===== src/rtl/core/mrf_pkg.sv =====
// Shared types, constants and the CRC-16 byte update for the request framer.
`default_nettype none

package mrf_pkg;

  typedef struct packed {
    logic [7:0]  slave_address;
    logic [7:0]  function_code;
    logic [15:0] start_register;
    logic [15:0] register_count;
  } req_t;

  typedef struct packed {
    logic [7:0] frame_byte;
    logic       last_byte;
    logic       rejected;
  } res_t;

  // A request after classification by the front part.
  typedef struct packed {
    req_t req;
    logic refused;
  } job_t;

  // Status of the request queue as seen by the front and back parts.
  typedef struct packed {
    logic empty;
    logic full;
  } q_status_t;

  localparam int QUEUE_DEPTH_DEFAULT = 2;

  localparam logic [7:0]  BROADCAST_ADDR = 8'h00;
  localparam logic [15:0] CRC_INIT       = 16'hFFFF;
  localparam logic [15:0] CRC_POLY       = 16'hA001;

  // Byte positions within a frame, in transmit order.
  localparam logic [2:0] POS_ADDR     = 3'd0;
  localparam logic [2:0] POS_FUNC     = 3'd1;
  localparam logic [2:0] POS_START_HI = 3'd2;
  localparam logic [2:0] POS_START_LO = 3'd3;
  localparam logic [2:0] POS_COUNT_HI = 3'd4;
  localparam logic [2:0] POS_COUNT_LO = 3'd5;
  localparam logic [2:0] POS_CRC_LO   = 3'd6;
  localparam logic [2:0] POS_CRC_HI   = 3'd7;

  // Reflected CRC-16 update over one byte, LSB first.
  function automatic logic [15:0] crc16_byte(input logic [15:0] crc, input logic [7:0] data);
    logic [15:0] acc;
    acc = crc ^ {8'h00, data};
    for (int b = 0; b < 8; b++) begin
      acc = acc[0] ? ((acc >> 1) ^ CRC_POLY) : (acc >> 1);
    end
    return acc;
  endfunction

endpackage

`default_nettype wire


===== src/rtl/core/mrf_front.sv =====
// Front part: accepts requests, flags broadcast addresses and hands them to the queue.
`default_nettype none

module mrf_front
  import mrf_pkg::*;
(
  input  wire logic      clk,
  input  wire logic      rst,
  input  wire logic      push,
  output logic           full,
  input  wire req_t      request,
  input  wire q_status_t q_status,
  output logic           q_write,
  output job_t           q_data
);

  logic hold_valid;
  logic hold_valid_next;
  job_t hold;
  logic accept;

  assign full    = hold_valid && q_status.full;
  assign accept  = push && !full;
  assign q_write = hold_valid && !q_status.full;
  assign q_data  = hold;

  always_comb begin
    hold_valid_next = hold_valid;
    if (accept) begin
      hold_valid_next = 1'b1;
    end else if (q_write) begin
      hold_valid_next = 1'b0;
    end
  end

  always_ff @(posedge clk) begin
    if (rst) begin
      hold_valid <= 1'b0;
    end else begin
      hold_valid <= hold_valid_next;
    end
  end

  always_ff @(posedge clk) begin
    if (accept) begin
      hold.req     <= request;
      hold.refused <= (request.slave_address == BROADCAST_ADDR);
    end
  end

endmodule

`default_nettype wire


===== src/rtl/core/mrf_queue.sv =====
// Short request queue that decouples the front part from the byte sequencer.
`default_nettype none

module mrf_queue
  import mrf_pkg::*;
#(
  parameter int DEPTH = QUEUE_DEPTH_DEFAULT
) (
  input  wire logic clk,
  input  wire logic rst,
  input  wire logic write,
  input  wire job_t wdata,
  input  wire logic read,
  output job_t      rdata,
  output q_status_t status
);

  localparam int PTR_W = (DEPTH > 1) ? $clog2(DEPTH) : 1;
  localparam int CNT_W = $clog2(DEPTH + 1);
  localparam logic [PTR_W-1:0] LAST_PTR = PTR_W'(DEPTH - 1);
  localparam logic [CNT_W-1:0] FULL_CNT = CNT_W'(DEPTH);

  job_t             mem [DEPTH];
  logic [PTR_W-1:0] wr_ptr;
  logic [PTR_W-1:0] rd_ptr;
  logic [CNT_W-1:0] count;
  logic [CNT_W-1:0] count_next;
  logic             do_write;
  logic             do_read;

  assign status.empty = (count == '0);
  assign status.full  = (count == FULL_CNT);
  assign do_write     = write && !status.full;
  assign do_read      = read && !status.empty;
  assign rdata        = mem[rd_ptr];

  always_comb begin
    count_next = count;
    if (do_write && !do_read) begin
      count_next = count + 1'b1;
    end else if (do_read && !do_write) begin
      count_next = count - 1'b1;
    end
  end

  always_ff @(posedge clk) begin
    if (rst) begin
      wr_ptr <= '0;
      rd_ptr <= '0;
      count  <= '0;
    end else begin
      count <= count_next;
      if (do_write) begin
        wr_ptr <= (wr_ptr == LAST_PTR) ? '0 : wr_ptr + 1'b1;
      end
      if (do_read) begin
        rd_ptr <= (rd_ptr == LAST_PTR) ? '0 : rd_ptr + 1'b1;
      end
    end
  end

  always_ff @(posedge clk) begin
    if (do_write) begin
      mem[wr_ptr] <= wdata;
    end
  end

endmodule

`default_nettype wire


===== src/rtl/core/mrf_back.sv =====
// Back part: walks each queued request out as frame bytes and builds the CRC on the way.
`default_nettype none

module mrf_back
  import mrf_pkg::*;
(
  input  wire logic      clk,
  input  wire logic      rst,
  input  wire q_status_t q_status,
  input  wire job_t      q_head,
  output logic           q_read,
  output logic           empty,
  input  wire logic      pop,
  output res_t           result
);

  logic        busy;
  logic        busy_next;
  logic [2:0]  pos;
  logic [2:0]  pos_next;
  logic [15:0] crc;
  logic [15:0] crc_next;
  req_t        job;
  logic        out_valid;
  logic        out_valid_next;
  res_t        res_next;
  logic        advance;
  logic [7:0]  data_byte;

  // The output register moves whenever it is empty or being taken.
  assign advance = !out_valid || pop;
  assign q_read  = advance && !busy && !q_status.empty;
  assign empty   = !out_valid;

  always_comb begin
    unique case (pos)
      POS_ADDR:     data_byte = job.slave_address;
      POS_FUNC:     data_byte = job.function_code;
      POS_START_HI: data_byte = job.start_register[15:8];
      POS_START_LO: data_byte = job.start_register[7:0];
      POS_COUNT_HI: data_byte = job.register_count[15:8];
      POS_COUNT_LO: data_byte = job.register_count[7:0];
      POS_CRC_LO:   data_byte = crc[7:0];
      POS_CRC_HI:   data_byte = crc[15:8];
    endcase
  end

  always_comb begin
    busy_next      = busy;
    pos_next       = pos;
    crc_next       = crc;
    out_valid_next = out_valid && !pop;
    res_next       = result;
    if (advance) begin
      if (busy) begin
        out_valid_next      = 1'b1;
        res_next.frame_byte = data_byte;
        res_next.last_byte  = (pos == POS_CRC_HI);
        res_next.rejected   = 1'b0;
        pos_next            = pos + 1'b1;
        if (pos < POS_CRC_LO) begin
          crc_next = crc16_byte(crc, data_byte);
        end
        if (pos == POS_CRC_HI) begin
          busy_next = 1'b0;
        end
      end else if (!q_status.empty) begin
        // The address byte leaves straight from the queue head.
        out_valid_next = 1'b1;
        if (q_head.refused) begin
          res_next.frame_byte = 8'h00;
          res_next.last_byte  = 1'b1;
          res_next.rejected   = 1'b1;
        end else begin
          res_next.frame_byte = q_head.req.slave_address;
          res_next.last_byte  = 1'b0;
          res_next.rejected   = 1'b0;
          busy_next           = 1'b1;
          pos_next            = POS_FUNC;
          crc_next            = crc16_byte(CRC_INIT, q_head.req.slave_address);
        end
      end
    end
  end

  always_ff @(posedge clk) begin
    if (rst) begin
      busy      <= 1'b0;
      out_valid <= 1'b0;
      pos       <= POS_ADDR;
    end else begin
      busy      <= busy_next;
      out_valid <= out_valid_next;
      pos       <= pos_next;
    end
  end

  always_ff @(posedge clk) begin
    crc    <= crc_next;
    result <= res_next;
    if (q_read) begin
      job <= q_head.req;
    end
  end

endmodule

`default_nettype wire


===== src/rtl/core/modbus_rtu_request_framer_core.sv =====
// Top level of the Modbus RTU request framer: front, request queue and byte sequencer.
//
//   channel   direction  handshake          payload
//   request   in         push / full        req_t: address, function, start, count
//   result    out        pop / empty        res_t: frame byte, last flag, rejected flag
//
// A request becomes eight result bytes, one per cycle from the output register
// while pop is held high; a broadcast request gives one rejected result.
// The first byte passes the front hold register, the queue and the output register.
// Reset clears the front hold flag, the queue pointers and the sequencer; nothing is swept.
// A low pop holds the current result; the queue then fills and full rises.
`default_nettype none

module modbus_rtu_request_framer_core
  import mrf_pkg::*;
#(
  parameter int QUEUE_DEPTH = QUEUE_DEPTH_DEFAULT
) (
  input  wire logic clk,
  input  wire logic rst,
  input  wire logic push,
  output logic      full,
  input  wire req_t request,
  output logic      empty,
  input  wire logic pop,
  output res_t      result
);

  q_status_t q_status;
  logic      q_write;
  logic      q_read;
  job_t      q_wdata;
  job_t      q_head;

  mrf_front u_front (
    .clk      (clk),
    .rst      (rst),
    .push     (push),
    .full     (full),
    .request  (request),
    .q_status (q_status),
    .q_write  (q_write),
    .q_data   (q_wdata)
  );

  mrf_queue #(
    .DEPTH (QUEUE_DEPTH)
  ) u_queue (
    .clk    (clk),
    .rst    (rst),
    .write  (q_write),
    .wdata  (q_wdata),
    .read   (q_read),
    .rdata  (q_head),
    .status (q_status)
  );

  mrf_back u_back (
    .clk      (clk),
    .rst      (rst),
    .q_status (q_status),
    .q_head   (q_head),
    .q_read   (q_read),
    .empty    (empty),
    .pop      (pop),
    .result   (result)
  );

endmodule

`default_nettype wire


===== config.mk =====
export PLATFORM = sky130hd
export DESIGN_NAME = modbus_rtu_request_framer_core
export DESIGN_NICKNAME = d
export VERILOG_FILES = /design/src/rtl/core/mrf_pkg.sv /design/src/rtl/core/mrf_front.sv /design/src/rtl/core/mrf_queue.sv /design/src/rtl/core/mrf_back.sv /design/src/rtl/core/modbus_rtu_request_framer_core.sv
export SDC_FILE = /design/constraint.sdc
export NUM_CORES = 1
export LEC_CHECK = 0
export ABC_AREA = 1
export BUFFER_PORTS_ARGS = -buffer_cell sky130_fd_sc_hd__buf_2
export CORE_ASPECT_RATIO = 1.1
export CORE_MARGIN = 3
export CORE_UTILIZATION = 35
export CTS_CLUSTER_DIAMETER = 200
export CTS_CLUSTER_SIZE = 14
export DETAILED_ROUTE_END_ITERATION = 12
export PLACE_DENSITY = 0.5
export SLEW_MARGIN = 20
export SYNTH_ARGS = -nofsm -noshare
export SYNTH_HDL_FRONTEND = slang
export SYNTH_SLANG_ARGS = --single-unit

===== constraint.sdc =====
create_clock -name clk -period 7.85 [get_ports clk]
set_clock_uncertainty 0.15 [all_clocks]
set_input_delay 1.57 -clock clk [delete_from_list [all_inputs] [get_ports clk]]
set_output_delay 1.57 -clock clk [all_outputs]
set_load 0.01 [all_outputs]

==> flow_summary.html, run 1 <==
<table>
<tr><th>Metric</th><th>Value</th></tr>
<tr><th colspan="2">Placed design</th></tr>
<tr><td>Number of instances in the placed design</td><td>around 1000</td></tr>
<tr><td>Half-perimeter wire length after detailed placement</td><td>11800 um</td></tr>
<tr><td>Post-Place Setup Slack</td><td>4.09 ns</td></tr>
<tr><td>Gpl congestion</td><td>0.849</td></tr>
<tr><td>PortBufs</td><td>63</td></tr>
<tr><td>DP Area</td><td>0.0100 sq mm</td></tr>
<tr><th colspan="2">Floorplan</th></tr>
<tr><td>Placeable core region</td><td>roughly 0.026 sq mm</td></tr>
<tr><td>Top-level port count</td><td>64</td></tr>
<tr><td>Die W</td><td>161 um</td></tr>
<tr><td>Starting Density</td><td>36.2%</td></tr>
<tr><td>Die Height</td><td>between 150 and 200 um</td></tr>
<tr><td>Site Rows</td><td>61</td></tr>
<tr><td>Die ar.</td><td>0.0286 sq mm</td></tr>
<tr><th colspan="2">Detailed routing</th></tr>
<tr><td>Count of antenna-violating nets left after detailed routing</td><td>0</td></tr>
<tr><td>Final Routed Wirelength</td><td>17500 um</td></tr>
<tr><td>Remaining design rule violation count</td><td>0</td></tr>
<tr><td>Vias per inst</td><td>4.63</td></tr>
<tr><td>Average routed wire per standard cell</td><td>16.3 um</td></tr>
<tr><td>Number of design-rule violations left by the first detailed-router iteration</td><td>323</td></tr>
<tr><td>Routed vias</td><td>4980</td></tr>
<tr><td>Count of TritonRoute iterations in the first routing pass</td><td>6</td></tr>
<tr><th colspan="2">Layout</th></tr>
<tr><td>Finished Core Util</td><td>41.1%</td></tr>
<tr><td>Area delta synth-&gt;final</td><td>13.5%</td></tr>
<tr><td>Design area</td><td>0.0106 sq mm</td></tr>
<tr><td>Share of cells above drive strength 1</td><td>24.7%</td></tr>
<tr><td>Number of diodes</td><td>0</td></tr>
<tr><td>Net count of the finished layout</td><td>782</td></tr>
<tr><td>Count of non-filler cells in the finished layout</td><td>1076</td></tr>
<tr><th colspan="2">Clock tree</th></tr>
<tr><td>Clock tree from TritonCTS</td><td>built</td></tr>
<tr><td>Post-CTS Setup Inserts</td><td>0</td></tr>
<tr><td>Clock-pin slew of the registers on the worst-case setup and hold paths</td><td>0.06 ns</td></tr>
<tr><td>TritonCTS sink count</td><td>232</td></tr>
<tr><td>Clk_lat worst skew</td><td>0.50 ns</td></tr>
<tr><td>PostCTS Resize Cnt</td><td>0</td></tr>
<tr><td>Max Root-Sink Buffers</td><td>3</td></tr>
<tr><td>Number of buffers added to fix hold violations after cts</td><td>0</td></tr>
<tr><td>H-tree lvl count</td><td>1</td></tr>
<tr><td>Clk root buf</td><td>clkbuf_16</td></tr>
<tr><td>Number of buffers inserted during clock tree synthesis</td><td>20</td></tr>
<tr><th colspan="2">Yosys</th></tr>
<tr><td>Number of enable flip-flop cells after synthesis</td><td>221</td></tr>
<tr><td>Ys Warns</td><td>0</td></tr>
<tr><td>Share of flip-flops with an asynchronous set or reset</td><td>0%</td></tr>
<tr><td>Syn_nets</td><td>709</td></tr>
<tr><td>Number of standard cells after synthesis</td><td>650</td></tr>
<tr><td>Most frequent cell after synthesis</td><td>edfxtp_1</td></tr>
<tr><td>Top cells by area, synth</td><td>edfxtp_1, mux2_2, nand2_1</td></tr>
<tr><td>Flip-flop cell with the highest count after synthesis</td><td>edfxtp_1</td></tr>
<tr><td>Part of the Yosys area used for sequential elements</td><td>73.7%</td></tr>
<tr><td>Cell area after synthesis</td><td>0.00931 sq mm</td></tr>
<tr><td>Number of distinct library cell variants in the gate-level netlist after synthesis</td><td>43</td></tr>
<tr><td>Largest area contributor in the netlist</td><td>edfxtp_1</td></tr>
<tr><td>Mean cell area of the mapped netlist</td><td>between 10 and 15 sq um</td></tr>
<tr><td>Most instantiated cells after synthesis</td><td>edfxtp_1, nand2_1, inv_1</td></tr>
<tr><td>Share of the synthesized area in the top cell type</td><td>71.3%</td></tr>
<tr><td>Flops &amp; latches, synth</td><td>roughly 230</td></tr>
<tr><th colspan="2">STA</th></tr>
<tr><td>Final Hold Violating Endpoints</td><td>0</td></tr>
<tr><td>Setup repair after global routing missed its margin</td><td>false</td></tr>
<tr><td>Final Max Tran Viols</td><td>0</td></tr>
<tr><td>Achievable frequency</td><td>282 MHz</td></tr>
<tr><td>Worst-margin pin slew</td><td>0.921 ns</td></tr>
<tr><td>Crit path setup slack, layout</td><td>around 4.3 ns</td></tr>
<tr><td>Max-slew headroom</td><td>about two fifths</td></tr>
<tr><td>Crit path time final</td><td>3.54 ns</td></tr>
<tr><td>Final setup violating endpoints</td><td>0</td></tr>
<tr><td>Min Hold Slack</td><td>0.293 ns</td></tr>
<tr><td>Sum of negative setup slack</td><td>0 ns</td></tr>
<tr><td>Final worst-path cycle share</td><td>45.1%</td></tr>
<tr><th colspan="2">GRT</th></tr>
<tr><td>Vias in the first global route</td><td>5079</td></tr>
<tr><td>Overflow after GRT</td><td>0</td></tr>
<tr><td>Total GRT Usage</td><td>12.7%</td></tr>
<tr><td>First-pass GRT wire length</td><td>28300 um</td></tr>
<tr><td>Initial antenna violation count</td><td>0</td></tr>
<tr><td>Largest net degree at the start of global routing</td><td>51</td></tr>
<tr><th colspan="2">Flow run</th></tr>
<tr><td>Maxcap violations</td><td>0</td></tr>
<tr><th colspan="2">Power and ir drop</th></tr>
<tr><td>Switching power total</td><td>1.36 mW</td></tr>
<tr><td>Flop pwr share</td><td>46.8%</td></tr>
<tr><td>Combinational fraction of design power</td><td>a little under a third</td></tr>
<tr><td>P_leak</td><td>3.88 nW</td></tr>
<tr><td>Clock power share</td><td>between 20% and 30%</td></tr>
<tr><td>Total power after layout</td><td>approximately 4.0 mW</td></tr>
<tr><td>Switching part of the total power</td><td>33.7%</td></tr>
<tr><td>Maximum VDD drop</td><td>0.165 mV</td></tr>
<tr><td>Power density of the placed cells</td><td>384 mW/mm^2</td></tr>
<tr><td>Internal power</td><td>2.69 mW</td></tr>
<tr><th colspan="2">Setup path</th></tr>
<tr><td>Last element of the critical path</td><td>u_back.crc[0]</td></tr>
<tr><td>Arrival time reported for the critical path endpoint</td><td>3.65 ns</td></tr>
<tr><td>Worst Setup Path Type</td><td>reg2reg</td></tr>
<tr><td>Capturing point of the worst reg2reg path</td><td>u_back.crc[0]</td></tr>
<tr><td>FF-to-FF setup slack</td><td>4.31 ns</td></tr>
<tr><td>Critical Path Fanout Max</td><td>19</td></tr>
<tr><td>Kind of end point of the critical path</td><td>register</td></tr>
<tr><td>Count of cells along the worst register-to-register path</td><td>17</td></tr>
<tr><td>Required time worst endpoint</td><td>7.95 ns</td></tr>
<tr><td>R2r startpoint</td><td>u_back.pos[2]</td></tr>
<tr><td>Launching element of the worst setup path</td><td>u_back.pos[2]</td></tr>
<tr><td>Nature of the critical path startpoint</td><td>register</td></tr>
<tr><th colspan="2">Min path</th></tr>
<tr><td>Number of instances on the worst hold path</td><td>0</td></tr>
<tr><td>Worst min-delay path class</td><td>reg2reg</td></tr>
<tr><th colspan="2">Run status</th></tr>
<tr><td>Run status</td><td>finished, final reports clean</td></tr>
</table>
==> area by class of cell <==
cell class / count / area, sq um
Inverter: 52 / 196
Tap cell: 346 / 433
Clock buffer: 28 / 552
Sequential cell: 232 / 6860
Clock inverter: 1 / 8.76
Timing Repair Buffer: 69 / 360
Fill cell: 2354 / 15200
Multi-Input combinational cell: 348 / 2150
==> worst min path at each step <==
stage	start	endpoint
floorplan	u_front.q_data[0]	u_queue.mem[0][0]
global placement	u_front.q_data[2]	u_queue.mem[0][2]
detailed placement	u_front.q_data[0]	u_queue.mem[1][0]
CTS	u_front.q_data[0]	u_queue.mem[1][0]
global route	u_front.q_data[30]	u_queue.mem[0][30]
finish	u_front.q_data[0]	u_queue.mem[1][0]
==> layer usage <==
layer	track usage [%]	share of wire (%)	vias to the layer above
li1	-	-	2455
met1	17.0	46	2392
met2	21.4	47	111
met3	2.43	5.0	22
met4	3.44	1.8	0
met5	0	0	-
==> power groups by stage <==
stage          logic [mW]  clock network (mW)  registers (mW)
5_1_grt              1.43               0.979            1.92
2_1_floorplan       0.973                   0            1.87
4_1_cts              1.29               0.927            1.90
6_report             1.26               0.891            1.89
3_5_place_dp         1.28                   0            1.92
3_3_place_gp         1.26                   0            1.92
==> worst max-delay path, cell delays in order (launching register included) <==
cell and delay (ns):
dfxtp_1 0.76, inv_2 0.19, ha_1 0.43, nor2_8 0.19, nand3_4 0.20, or2_1 0.30, nand2_1 0.11, nand2_1 0.06
nand2_1 0.11, nand2_1 0.08, nand3_1 0.10, nand2_2 0.07, inv_1 0.07, nand3_2 0.11, nand3_1 0.14, nand3_2 0.08
nand3_2 0.07, nand2_1 0.06
==> state kept, by name (all words and copies together) (netlist names), named ones only <==
register	flops
u_back.busy	1
u_queue.count	2
u_back.result	10
u_back.crc	16
u_back.job	48
u_queue.wr_ptr	1
u_back.pos	3
u_queue.rd_ptr	1
u_queue.mem	98
u_back.out_valid	1
u_front.q_data	49
u_front.hold_valid	1
==> logic make-up (layout without fill, tap and decap cells) <==
logic type      after synthesis  count (layout)  synth area share [%]
flops                       232             232                  73.7
simple gates                223             223                  11.5
buf+inv                      70             150                  3.42
compound gates               61              61                  3.63
mux                          43              43                  5.32
xor+xnor                     14              14                  1.48
fa+ha+maj                     7               7                 0.941
==> layout by cell type, fill, tap and decap left out, types with 2 or more instances in the layout <==
master | netlist | routed
o21ai_2 | 2 | 2
a31oi_1 | 2 | 2
nand3_1 | 46 | 46
nand2_1 | 102 | 102
inv_1 | 49 | 48
nand2_2 | 15 | 15
xor2_1 | 9 | 9
xnor2_1 | 3 | 3
nor2_2 | 2 | 2
nor4_1 | 2 | 2
nand3_2 | 8 | 8
clkbuf_16 | 0 | 21
or2_1 | 5 | 5
a21oi_1 | 15 | 15
inv_2 | 3 | 3
o21ai_0 | 27 | 27
and2_1 | 2 | 2
dfxtp_1 | 11 | 10
clkbuf_1 | 4 | 7
o21ai_1 | 3 | 3
edfxtp_1 | 221 | 221
mux2_4 | 3 | 3
o22ai_1 | 8 | 8
ha_1 | 7 | 7
or2_2 | 5 | 5
nor2_4 | 1 | 3
nor2_1 | 28 | 26
buf_4 | 2 | 6
mux2_2 | 40 | 40
buf_2 | 2 | 63
Power figures use the tool's default switching activity.
==> inputs of run 2 (changes only) <==
--- a/config.mk
+++ b/config.mk
@@ -5,7 +5,7 @@
 export SDC_FILE = /design/constraint.sdc
 export NUM_CORES = 1
 export LEC_CHECK = 0
-export ABC_AREA = 1
+export ABC_AREA = 0
 export BUFFER_PORTS_ARGS = -buffer_cell sky130_fd_sc_hd__buf_2
 export CORE_ASPECT_RATIO = 1.1
 export CORE_MARGIN = 3
==> constraint.sdc (replaced) <==
create_clock -name clk -period 3.5 [get_ports clk]
set_clock_uncertainty 0.15 [all_clocks]
set_input_delay 0.7 -clock clk [delete_from_list [all_inputs] [get_ports clk]]
set_output_delay 0.7 -clock clk [all_outputs]
set_load 0.01 [all_outputs]
==> run 2 against run 1 <==
  * Clock power grew 130%
  * Non-clock buffer count increased by 22
  * First-iteration DRC count up 5.0%
  * Via count decreased by 13%
  * Critical path depth decreased by 6
  * Sequential share of layout area is 0.60 points higher
  * Setup slack worse by 4.2 ns
  * Maximum frequency is 3.5% higher
  * Global-route usage shrank 0.72 points
  * Register-to-register slack worse by 4.2 ns
==> flow_summary.html, run 2 <==
<table>
<tr><th>Metric</th><th>Value</th></tr>
<tr><th colspan="2">Layout</th></tr>
<tr><td>Register with the highest flop count</td><td>u_queue.mem</td></tr>
<tr><td>Max FFs per register</td><td>98 (unchanged)</td></tr>
<tr><td>Area delta synth-&gt;final</td><td>17.4%</td></tr>
<tr><td>Filler instances</td><td>2211 (-6.1%)</td></tr>
<tr><td>Leading cell types in the layout, fill and taps excluded</td><td>edfxtp_1, buf_2, mux2_2</td></tr>
<tr><td>Count of non-filler cells in the finished layout</td><td>918 (-15%)</td></tr>
<tr><td>Most common cell after layout, fill and taps aside</td><td>edfxtp_1</td></tr>
<tr><td>Sequential cell area</td><td>0.00686 sq mm (about the same)</td></tr>
<tr><td>Net count of the finished layout</td><td>653 (-16%)</td></tr>
<tr><td>Share of cells above drive strength 1</td><td>31.1% (+6.4 points)</td></tr>
<tr><td>Area of the multi-input gates</td><td>0.00204 sq mm (-5.1%)</td></tr>
<tr><td>Number of diodes</td><td>0 (unchanged)</td></tr>
<tr><th colspan="2">Yosys</th></tr>
<tr><td>Number of distinct library cell variants in the gate-level netlist after synthesis</td><td>41 (-4.7%)</td></tr>
<tr><td>Number of standard cells after synthesis</td><td>503 (-23%)</td></tr>
<tr><td>Ys Warns</td><td>0 (unchanged)</td></tr>
<tr><td>Largest area contributor in the netlist</td><td>edfxtp_1</td></tr>
<tr><td>Top cells by area, synth</td><td>edfxtp_1, mux2_2, dfxtp_1</td></tr>
<tr><td>Flip-flop cell with the highest count after synthesis</td><td>edfxtp_1</td></tr>
<tr><td>Cell area after synthesis</td><td>0.00892 sq mm (-4.1%)</td></tr>
<tr><td>Number of enable flip-flop cells after synthesis</td><td>221 (unchanged)</td></tr>
<tr><td>Share of the synthesized area in the top cell type</td><td>74.4% (+3.1 points)</td></tr>
<tr><td>Share of flip-flops with an asynchronous set or reset</td><td>0% (unchanged)</td></tr>
<tr><td>Most frequent cell after synthesis</td><td>edfxtp_1</td></tr>
<tr><td>Mean cell area of the mapped netlist</td><td>17.7 sq um (+24%)</td></tr>
<tr><td>Most instantiated cells after synthesis</td><td>edfxtp_1, mux2_2, nor2_1</td></tr>
<tr><td>Part of the Yosys area used for sequential elements</td><td>76.9% (+3.2 points)</td></tr>
<tr><td>Syn_nets</td><td>562 (-21%)</td></tr>
<tr><td>Flops &amp; latches, synth</td><td>232 (unchanged)</td></tr>
<tr><th colspan="2">Detailed routing</th></tr>
<tr><td>Number of design-rule violations left by the first detailed-router iteration</td><td>339 (+5.0%)</td></tr>
<tr><td>Average routed wire per standard cell</td><td>18.1 um (+11%)</td></tr>
<tr><td>Routed vias</td><td>4337 (-13%)</td></tr>
<tr><td>Count of TritonRoute iterations in the first routing pass</td><td>4 (-2)</td></tr>
<tr><td>Count of antenna-violating nets left after detailed routing</td><td>0 (unchanged)</td></tr>
<tr><td>Vias per inst</td><td>4.72 (+2.1%)</td></tr>
<tr><td>Remaining design rule violation count</td><td>0 (unchanged)</td></tr>
<tr><td>Final Routed Wirelength</td><td>16600 um (-5.3%)</td></tr>
<tr><th colspan="2">GRT</th></tr>
<tr><td>Initial antenna violation count</td><td>0 (unchanged)</td></tr>
<tr><td>Largest net degree at the start of global routing</td><td>50 (-2.0%)</td></tr>
<tr><td>First-pass GRT wire length</td><td>25700 um (-9.3%)</td></tr>
<tr><td>Total GRT Usage</td><td>12.0% (-0.72 points)</td></tr>
<tr><td>Most used routing layer in global routing</td><td>met2</td></tr>
<tr><td>Global Route met1 Usage</td><td>16.7% (-0.26 points)</td></tr>
<tr><td>Vias in the first global route</td><td>4507 (-11%)</td></tr>
<tr><td>Overflow after GRT</td><td>0 (unchanged)</td></tr>
<tr><td>GR met3 Demand/Resource</td><td>2.10% (-0.34 points)</td></tr>
<tr><td>Routing usage on met2</td><td>19.3% (-2.1 points)</td></tr>
<tr><th colspan="2">STA</th></tr>
<tr><td>Crit path time final</td><td>3.43 ns (-0.119 ns)</td></tr>
<tr><td>Final setup violating endpoints</td><td>0 (unchanged)</td></tr>
<tr><td>Final Max Tran Viols</td><td>0 (unchanged)</td></tr>
<tr><td>Worst-margin pin slew</td><td>0.762 ns (-0.159 ns)</td></tr>
<tr><td>Max-slew headroom</td><td>49.0% (+11 points)</td></tr>
<tr><td>Setup repair after global routing missed its margin</td><td>true</td></tr>
<tr><td>Final worst-path cycle share</td><td>97.9% (+53 points)</td></tr>
<tr><td>Min Hold Slack</td><td>0.224 ns (-0.0690 ns)</td></tr>
<tr><td>Achievable frequency</td><td>292 MHz (+3.5%)</td></tr>
<tr><td>Final Hold Violating Endpoints</td><td>0 (unchanged)</td></tr>
<tr><th colspan="2">Floorplan</th></tr>
<tr><td>Top-level port count</td><td>64 (unchanged)</td></tr>
<tr><td>Die W</td><td>158 um (-2.0%)</td></tr>
<tr><td>Starting Density</td><td>36.0% (-0.17 points)</td></tr>
<tr><td>Die Height</td><td>173 um (-2.0%)</td></tr>
<tr><td>Placeable core region</td><td>0.0248 sq mm (-3.7%)</td></tr>
<tr><td>Site Rows</td><td>60 (-1.6%)</td></tr>
<tr><td>Die ar.</td><td>0.0274 sq mm (-4.0%)</td></tr>
<tr><th colspan="2">Setup path</th></tr>
<tr><td>Critical Path Fanout Max</td><td>9 (-10)</td></tr>
<tr><td>Sum of buffers and inverters on the critical path</td><td>1 (-1)</td></tr>
<tr><td>Top cell family by delay on the critical path</td><td>XOR/XNOR gates</td></tr>
<tr><td>Crit-path cells</td><td>ha_4 &gt; ha_4 &gt; or4_4 &gt; or2_1 &gt; buf_6 &gt; a31oi_2 &gt; xnor2_2 &gt; xnor3_1 &gt; xor3_2 &gt; xnor3_1 &gt; a21o_1</td></tr>
<tr><td>CP peak stage delay</td><td>0.52 ns (-0.24 ns)</td></tr>
<tr><td>Nature of the critical path startpoint</td><td>register</td></tr>
<tr><td>Worst Setup Path Type</td><td>reg2reg</td></tr>
<tr><td>Kind of end point of the critical path</td><td>register</td></tr>
<tr><td>CP max-delay cell</td><td>or4_4</td></tr>
<tr><td>Arrival time reported for the critical path endpoint</td><td>3.53 ns (-0.12 ns)</td></tr>
<tr><td>Required time worst endpoint</td><td>3.61 ns (-4.34 ns)</td></tr>
<tr><th colspan="2">Clock tree</th></tr>
<tr><td>Clock tree from TritonCTS</td><td>built</td></tr>
<tr><td>TritonCTS sink count</td><td>232 (unchanged)</td></tr>
<tr><td>Number of buffers inserted during clock tree synthesis</td><td>20 (unchanged)</td></tr>
<tr><td>Clk root buf</td><td>clkbuf_16</td></tr>
<tr><td>Number of buffers added to fix hold violations after cts</td><td>0 (unchanged)</td></tr>
<tr><td>Max Root-Sink Buffers</td><td>3 (unchanged)</td></tr>
<tr><td>Clk_lat worst skew</td><td>0.50 ns (about the same)</td></tr>
<tr><td>H-tree lvl count</td><td>1 (unchanged)</td></tr>
<tr><td>Clock-pin slew of the registers on the worst-case setup and hold paths</td><td>0.07 ns (about the same)</td></tr>
<tr><th colspan="2">Placed design</th></tr>
<tr><td>Gpl congestion</td><td>0.842 (-0.86%)</td></tr>
<tr><td>Half-perimeter wire length after detailed placement</td><td>11200 um (-5.0%)</td></tr>
<tr><td>Number of instances in the placed design</td><td>879 (-16%)</td></tr>
<tr><td>PortBufs</td><td>63 (unchanged)</td></tr>
<tr><th colspan="2">Flow run</th></tr>
<tr><td>Maxcap violations</td><td>0 (unchanged)</td></tr>
<tr><th colspan="2">Min path</th></tr>
<tr><td>Worst min-delay path class</td><td>in2reg</td></tr>
<tr><th colspan="2">Run status</th></tr>
<tr><td>Run status</td><td>finished, final reports clean</td></tr>
<tr><th colspan="2">Power and ir drop</th></tr>
<tr><td>Maximum VDD drop</td><td>0.686 mV (+310%)</td></tr>
<tr><td>Power density of the placed cells</td><td>873 mW/mm^2 (+130%)</td></tr>
<tr><td>P_leak</td><td>3.59 nW (-7.5%)</td></tr>
</table>
run 2: changes by cell type after synthesis, sizes merged, moves of 11 or more:
cell and delta:
nand3 -55, o21ai -24, xnor2 +20, nand2 -97, clkbuf +13, a22o +11, inv -37
run 2: worst paths after layout:
check,start,endpoint,slack [ns],depth (start not counted)
worst max-delay path,u_back.pos[1],u_back.crc[0],0.07,11
worst min-delay path,request[29],u_front.q_data[30],0.22,1
worst max register to register,u_back.pos[1],u_back.crc[0],0.07,11
worst min register to register,u_front.q_data[3],u_queue.mem[0][3],0.29,0
run 2: layout make-up:
| cell class | instances | share of cell area (%) |
|---|---|---|
| clock buffers | 35 | 5.52 |
| flip-flops and latches | 232 | 65.5 |
| multi-input cells | 234 | 19.5 |
| inverters | 15 | 0.562 |
| well taps | 310 | 3.70 |
| clock inverters | 1 | 0.0836 |
| repair buffers | 91 | 5.09 |
run 2: layer usage:
layer | share of wire [%] | vias up
met5 | 0 | -
met4 | 2.1 | 0
met3 | 4.6 | 28
met2 | 48 | 88
met1 | 45 | 2117
li1 | - | 2104
run 2: per-stage QoR:
step	util (%)	TNS (ns)	power (mW)	cell area, sq um	setup WS, ns
global route	42.3	-0.0189	9.65	10500	-0.0189
finish	42.3	0	9.14	10500	0.0750
global placement	39.6	0	7.05	9820	0.0406
floorplan	-	-0.00328	6.23	9030	-0.00328
detailed placement	39.6	-0.0239	7.11	9820	-0.0239
CTS	42.2	0	9.27	10500	0.00297
run 2: cells by family (layout without fill, tap and decap cells):
family	Yosys count	count (layout)	synth area share, %
buf+inv	37	142	1.74
mux	59	59	7.31
fa+ha+maj	7	7	0.982
simple gates	73	73	3.77
flops	232	232	76.9
xor+xnor	36	36	4.11
compound gates	59	59	5.23
run 2: power by group:
group | leakage, nW | internal (mW) | switching (mW)
clock network | 0.279 | 1.12 | 0.926
logic | 1.15 | 1.41 | 1.51
registers | 2.16 | 3.88 | 0.288
total | 3.59 | 6.41 | 2.73
run 2: what timing repair did:
| item | in CTS | in global routing |
|---|---|---|
| endpoints found under the hold margin | 0 | 0 |
| pin swaps | 4 | 1 |
| buffers inserted | 3 | 0 |
| resized for setup | 4 | 4 |
| setup endpoints to repair | 1 | 2 |
